`config.mk`:
```
export PLATFORM = sky130hd
export DESIGN_NAME = ght_ram
export DESIGN_NICKNAME = d
export VERILOG_FILES = /design/src/sv/ght_pkg.sv /design/src/sv/ght_ram.sv
export SDC_FILE = /design/constraint.sdc
export NUM_CORES = 1
export LEC_CHECK = 0
export ABC_CLOCK_PERIOD_IN_PS = 2840
export BUFFER_PORTS_ARGS = -buffer_cell sky130_fd_sc_hd__clkbuf_2
export CELL_PAD_IN_SITES_DETAIL_PLACEMENT = 0
export CELL_PAD_IN_SITES_GLOBAL_PLACEMENT = 2
export CORE_MARGIN = 5
export CORE_UTILIZATION = 50
export CTS_CLUSTER_DIAMETER = 80
export DETAILED_ROUTE_END_ITERATION = 10
export GPL_TIMING_DRIVEN = 1
export HOLD_SLACK_MARGIN = 0.02
export PLACE_DENSITY = 0.82
export SYNTH_ARGS = -nofsm -noshare
export SYNTH_HDL_FRONTEND = slang
export SYNTH_SLANG_ARGS = --single-unit
```
`constraint.sdc`:
```
create_clock -name i_clk -period 2.84 [get_ports i_clk]
set_clock_uncertainty 0.15 [all_clocks]
set_input_delay 0.852 -clock i_clk [delete_from_list [all_inputs] [get_ports i_clk]]
set_output_delay 0.852 -clock i_clk [all_outputs]
set_load 0.05 [all_outputs]
```
`src/sv/ght_pkg.sv`:
```
// Package for the generational handle table: widths, codes, types.
package ght_pkg;

    // Fixed field widths
    localparam int WORD_W        = 32;
    localparam int CMD_W         = 3;
    localparam int STATUS_W      = 3;
    localparam int SLOT_COUNT_DEF = 64;

    // Command codes
    typedef enum logic [CMD_W-1:0] {
        CMD_CREATE  = 3'd0,
        CMD_DESTROY = 3'd1,
        CMD_REFRESH = 3'd2,
        CMD_DEREF   = 3'd3,
        CMD_ALIVE   = 3'd4
    } t_cmd;

    // Status codes
    typedef enum logic [STATUS_W-1:0] {
        ST_OK        = 3'd0,
        ST_INTERNAL  = 3'd1,
        ST_INVALID   = 3'd2,
        ST_NOT_FOUND = 3'd3,
        ST_FULL      = 3'd4
    } t_status;

    // Sequencer states
    typedef enum logic [1:0] {
        S_IDLE,
        S_POP,
        S_EXEC
    } t_state;

    // One slot entry as stored in the slot memory
    typedef struct packed {
        logic              in_use;
        logic [WORD_W-1:0] generation;
        logic [WORD_W-1:0] target;
    } t_slot;

endpackage

```
`src/sv/ght_ram.sv`:
```
// Generic simple dual-port RAM with registered read.
module ght_ram
    import ght_pkg::*;
#(
    parameter int WIDTH = 8,
    parameter int DEPTH = 64
) (
    input  logic                     i_clk,
    input  logic                     i_we,
    input  logic [$clog2(DEPTH)-1:0] i_waddr,
    input  logic [WIDTH-1:0]         i_wdata,
    input  logic [$clog2(DEPTH)-1:0] i_raddr,
    output logic [WIDTH-1:0]         o_rdata
);

    logic [WIDTH-1:0] r_mem [DEPTH];
    logic [WIDTH-1:0] r_rdata;

    always_ff @(posedge i_clk) begin
        if (i_we) begin
            r_mem[i_waddr] <= i_wdata;
        end
        r_rdata <= r_mem[i_raddr];
    end

    assign o_rdata = r_rdata;

endmodule

```
Word level (Yosys, flattened, before mapping) --
Memory sizes are Yosys's and may differ from the RTL's. A register that Yosys moved wholly into a read port is not among the register bits. Cells that the tools add are included.
Storage, ports and cells: bits in writable memories 512, input bits 22, memories kept 1, output and inout port bits 8, flip-flop bits (word level) 0, word-level logic and storage cells 3
Operators by class: mux-type cells 2
Memories:
- r_mem | words 64, width 8, rd ports 1, clocked after memory_dff 1, wr ports 1, line ght_ram.sv:16 | logic [WIDTH-1:0] r_mem [DEPTH];
Operators with widths (number):
- $mux 1 | 2

Depth between registers and ports, before layout --
depth in word-level cells 2, gate-level depth with buffers 9, mapped depth without buffers 5

Worst setup path before layout --
No wires, ideal clock.
path kind input to register, start input i_raddr[1], end register r_rdata[3], in the netlist o_rdata[3] (read register of r_mem), stages 7, data arrival time 2392 ps, buffers on the path 3, slack 170 ps, required time 2562 ps, library setup time 128 ps, cells stage by stage buf_4 buf_2 buf_2 mux4_2 mux4_2 o21ai_1 o41ai_1
RTL lines:
- from (decl) | line ght_ram.sv:12 | input logic [$clog2(DEPTH)-1:0] i_raddr,
- to (decl) | line ght_ram.sv:17 | logic [WIDTH-1:0] r_rdata;

==> run summary <==
status - finished clean
average wire per standard cell - 26.63 um
RD Place Congestion - 0.8536
final setup margin - 0.3147 ns
launching element of the worst setup path - i_raddr[0]
total core area - 39820 um^2
vertical extent of the die - 210.8 um
detailed-route via count - 10.03k
capture point of the worst path - o_rdata[2]
max-slew violation count - 0
reported leakage power - 7.755 nW
Mapped Nets - 962
via count normalized by instance count - 5.924
depth of the CTS H-tree - 2
total negative setup slack - 0 ns
full die area - 44450 um^2
antenna diode count - 0
Clk Tree Root Cell - sky130_fd_sc_hd__clkbuf_16
RSZ-0062 raised after global routing - false
Pre-antenna DRT Iters - 5
worst slew margin relative to its limit - 51.18%
final net count - 1155
startpoint-to-endpoint class of the critical path - primary input to flip-flop
Post-synth EDFFs - 512
start of the worst register-to-register path - r_mem[24][4]
number of distinct library cells after synthesis - 40
via count of the first global-routing pass - 10.18k
Die X - 210.8 um
Main synth FF type - sky130_fd_sc_hd__edfxtp_1
number of max-cap violations - 0
detailed placement HPWL - 28850 um
CTS tree - built
port bufs - 29
share of flip-flops with an asynchronous set or reset after synthesis - 0%
worst setup slack after placement - -0.5786 ns
r2r endpoint - o_rdata[4]
power density over the cells - 674.0 nW/um^2
Setup Viol. Count Final - 0
Iteration-0 DRC Markers - 990
total I/O pin count - 30
clock latency of the later-clocked register in the worst-skew pair - 0.58 ns
number of buffers inserted during clock tree synthesis - 51
number of nets with antenna violations after routing - 0
count of fill cells added during filler insertion - 2865
Worst-Margin Slew - 0.7323 ns
CTS sink count - 520
dpl cell area - 22080 um^2
cell count after synthesis - 940
startpoint kind of the worst setup timing path - primary input
critical path data arrival time - 2.83 ns
global-route wire length before repair - 67180 um
share of synthesized area occupied by flip-flops and latches - 77.03%
number of buffers inserted by post-CTS setup repair - 0
crit share post-route - 88.92%
cell row count - 73
final critical-path required period - 2.525 ns
initial antenna violation count - 1
Synth-to-Final Area Change - 17.47%
Warnings, synthesis - 0
number of synthesized register bits - 520
flop2flop setup slack - 0.67 ns
Max Fclk - 0.3960 GHz
min-delay worst type - primary input to flip-flop
post-synthesis cell area - 20170 um^2
hold-fix buffer count after cts - 0
Synth Area per Inst - 21.45 um^2
clock-pin slew of the registers on the worst-case setup and hold paths - 0.06 ns
fraction of layout cells with a size suffix above 1 - 34.16%
largest fanout on the critical path - 20
GRT Resource Usage Total - 20.56%
maximum root-to-sink buffer count - 3
area of all placed cells without fillers - 23690 um^2
crit path capture type - flip-flop
depth of the most critical reg-to-reg path - 6
Residual DRC - 0
Starting Density - 50.64%
count of endpoints failing hold in the final timing report - 0
total congestion overflow after global routing - 0
Max IR drop VDD - 0.0005908 V
Worst EP required - 3.15 ns
total routed wirelength - 45080 um
largest net degree at the start of global routing - 65
[flip-flops by register name, indices dropped and copies added (netlist names)]
| name | cells |
|---|---|
| o_rdata | 8 |
| r_mem | 512 |
[synth_stat cells, types with 4 or more instances]
master / n / share of area, %
sky130_fd_sc_hd__edfxtp_1: 512 / 76
sky130_fd_sc_hd__mux4_2: 126 / 14
sky130_fd_sc_hd__nor2_1: 83 / 1.5
sky130_fd_sc_hd__mux2i_1: 23 / 1.1
sky130_fd_sc_hd__nand2_1: 19 / 0.35
sky130_fd_sc_hd__clkbuf_1: 17 / 0.32
sky130_fd_sc_hd__nor2b_1: 14 / 0.43
sky130_fd_sc_hd__buf_4: 13 / 0.48
sky130_fd_sc_hd__mux2_2: 13 / 0.73
sky130_fd_sc_hd__nand3_1: 13 / 0.32
sky130_fd_sc_hd__buf_2: 11 / 0.27
sky130_fd_sc_hd__dfxtp_1: 8 / 0.79
sky130_fd_sc_hd__o221ai_1: 8 / 0.35
sky130_fd_sc_hd__o22ai_1: 8 / 0.25
sky130_fd_sc_hd__nand2b_1: 7 / 0.22
sky130_fd_sc_hd__nor3_1: 7 / 0.17
sky130_fd_sc_hd__a221oi_1: 6 / 0.26
sky130_fd_sc_hd__a211oi_1: 4 / 0.15
sky130_fd_sc_hd__buf_1: 4 / 0.074
sky130_fd_sc_hd__buf_6: 4 / 0.22
[how the worst min path moves through the flow]
| stage | from | slack, ns | endpoint | cells after the start |
|---|---|---|---|---|
| 2_1_floorplan | r_mem[34][0] | 0.57 | o_rdata[0] | 4 |
| 3_3_place_gp | r_mem[31][6] | 0.64 | o_rdata[6] | 3 |
| 3_5_place_dp | r_mem[26][6] | 0.65 | o_rdata[6] | 3 |
| 4_1_cts | i_wdata[2] | 0.61 | r_mem[24][2] | 2 |
| 5_1_grt | i_wdata[2] | 0.61 | r_mem[22][2] | 2 |
| 6_report | i_wdata[2] | 0.62 | r_mem[18][2] | 2 |
[cell usage in the layout, fill, tap and decap left out, types with 4 or more instances in the layout]
| cell type | Yosys | layout |
|---|---|---|
| sky130_fd_sc_hd__a211oi_1 | 4 | 4 |
| sky130_fd_sc_hd__a221oi_1 | 6 | 5 |
| sky130_fd_sc_hd__buf_12 | 2 | 16 |
| sky130_fd_sc_hd__buf_4 | 13 | 148 |
| sky130_fd_sc_hd__bufinv_16 | 0 | 5 |
| sky130_fd_sc_hd__clkbuf_1 | 17 | 12 |
| sky130_fd_sc_hd__clkbuf_16 | 0 | 53 |
| sky130_fd_sc_hd__clkbuf_2 | 0 | 26 |
| sky130_fd_sc_hd__clkinv_1 | 0 | 10 |
| sky130_fd_sc_hd__clkinv_2 | 0 | 7 |
| sky130_fd_sc_hd__dfxtp_1 | 8 | 8 |
| sky130_fd_sc_hd__edfxtp_1 | 512 | 512 |
| sky130_fd_sc_hd__mux2_2 | 13 | 13 |
| sky130_fd_sc_hd__mux2i_1 | 23 | 23 |
| sky130_fd_sc_hd__mux4_2 | 126 | 126 |
| sky130_fd_sc_hd__nand2_1 | 19 | 19 |
| sky130_fd_sc_hd__nand2b_1 | 7 | 7 |
| sky130_fd_sc_hd__nand3_1 | 13 | 13 |
| sky130_fd_sc_hd__nor2_1 | 83 | 83 |
| sky130_fd_sc_hd__nor2b_1 | 14 | 14 |
| sky130_fd_sc_hd__nor3_1 | 7 | 7 |
| sky130_fd_sc_hd__o221ai_1 | 8 | 8 |
| sky130_fd_sc_hd__o22ai_1 | 8 | 8 |
[layout make-up]
type                    count  area [um^2]  share of cell area, %
flip-flops and latches    520        15530                  65.58
multi-input cells         369         4322                  18.24
repair buffers            191         1575                  6.649
clock buffers              65         1371                  5.789
well taps                 525        656.9                  2.773
clock inverters            23        230.2                 0.9718
[per-layer routing]
layer  routed length, um  global-route usage [%]  vias to the layer above  part of all wire [%]
li1                    -                       -                     4312                     -
met1               18510                   29.44                     5242                    41
met2               22710                   33.67                      410                    50
met3                2923                   3.520                       65                   6.5
met4                 935                   5.075                        0                   2.1
met5                   0                       0                        -                     0
[through the flow]
step | instances | hold slack [ns] | total power [W] | utilization (%)
finish | 1693 | 0.6160 | 0.01597 | 59.49
global placement | 1605 | 0.6422 | 0.009601 | 55.45
detailed placement | 1605 | 0.6492 | 0.009619 | 55.45
floorplan | 940 | 0.5683 | 0.009175 | -
global route | 1693 | 0.6117 | 0.01650 | 59.49
CTS | 1693 | 0.6085 | 0.01610 | 59.47
[what timing repair did]
| action | in CTS | in global routing |
|---|---|---|
| hold endpoints to repair | 0 | 0 |
| gates resized for setup | 0 | 1 |
| setup endpoints to repair | 0 | 1 |
[logic make-up after synthesis]
family | Yosys count | synth area share (%)
mux | 162 | 15.94
buf+inv | 51 | 1.570
simple gates | 153 | 3.387
flops | 520 | 77.03
compound gates | 54 | 2.072
[critical path, stage by stage]
cell	delay [ns]
sky130_fd_sc_hd__clkbuf_8	0.29
sky130_fd_sc_hd__buf_4	0.24
sky130_fd_sc_hd__buf_12	0.17
sky130_fd_sc_hd__buf_4	0.25
sky130_fd_sc_hd__mux2i_1	0.23
sky130_fd_sc_hd__a22oi_1	0.13
sky130_fd_sc_hd__a221oi_2	0.49
sky130_fd_sc_hd__o2bb2ai_1	0.12
[where the power goes]
group          switching, W  internal, W  total, W
clock               0.00268      0.00383   0.00652
combinational      0.000545     0.000381  0.000926
sequential        0.0000312      0.00849   0.00853
No activity file was read; power rests on OpenSTA's default activity.
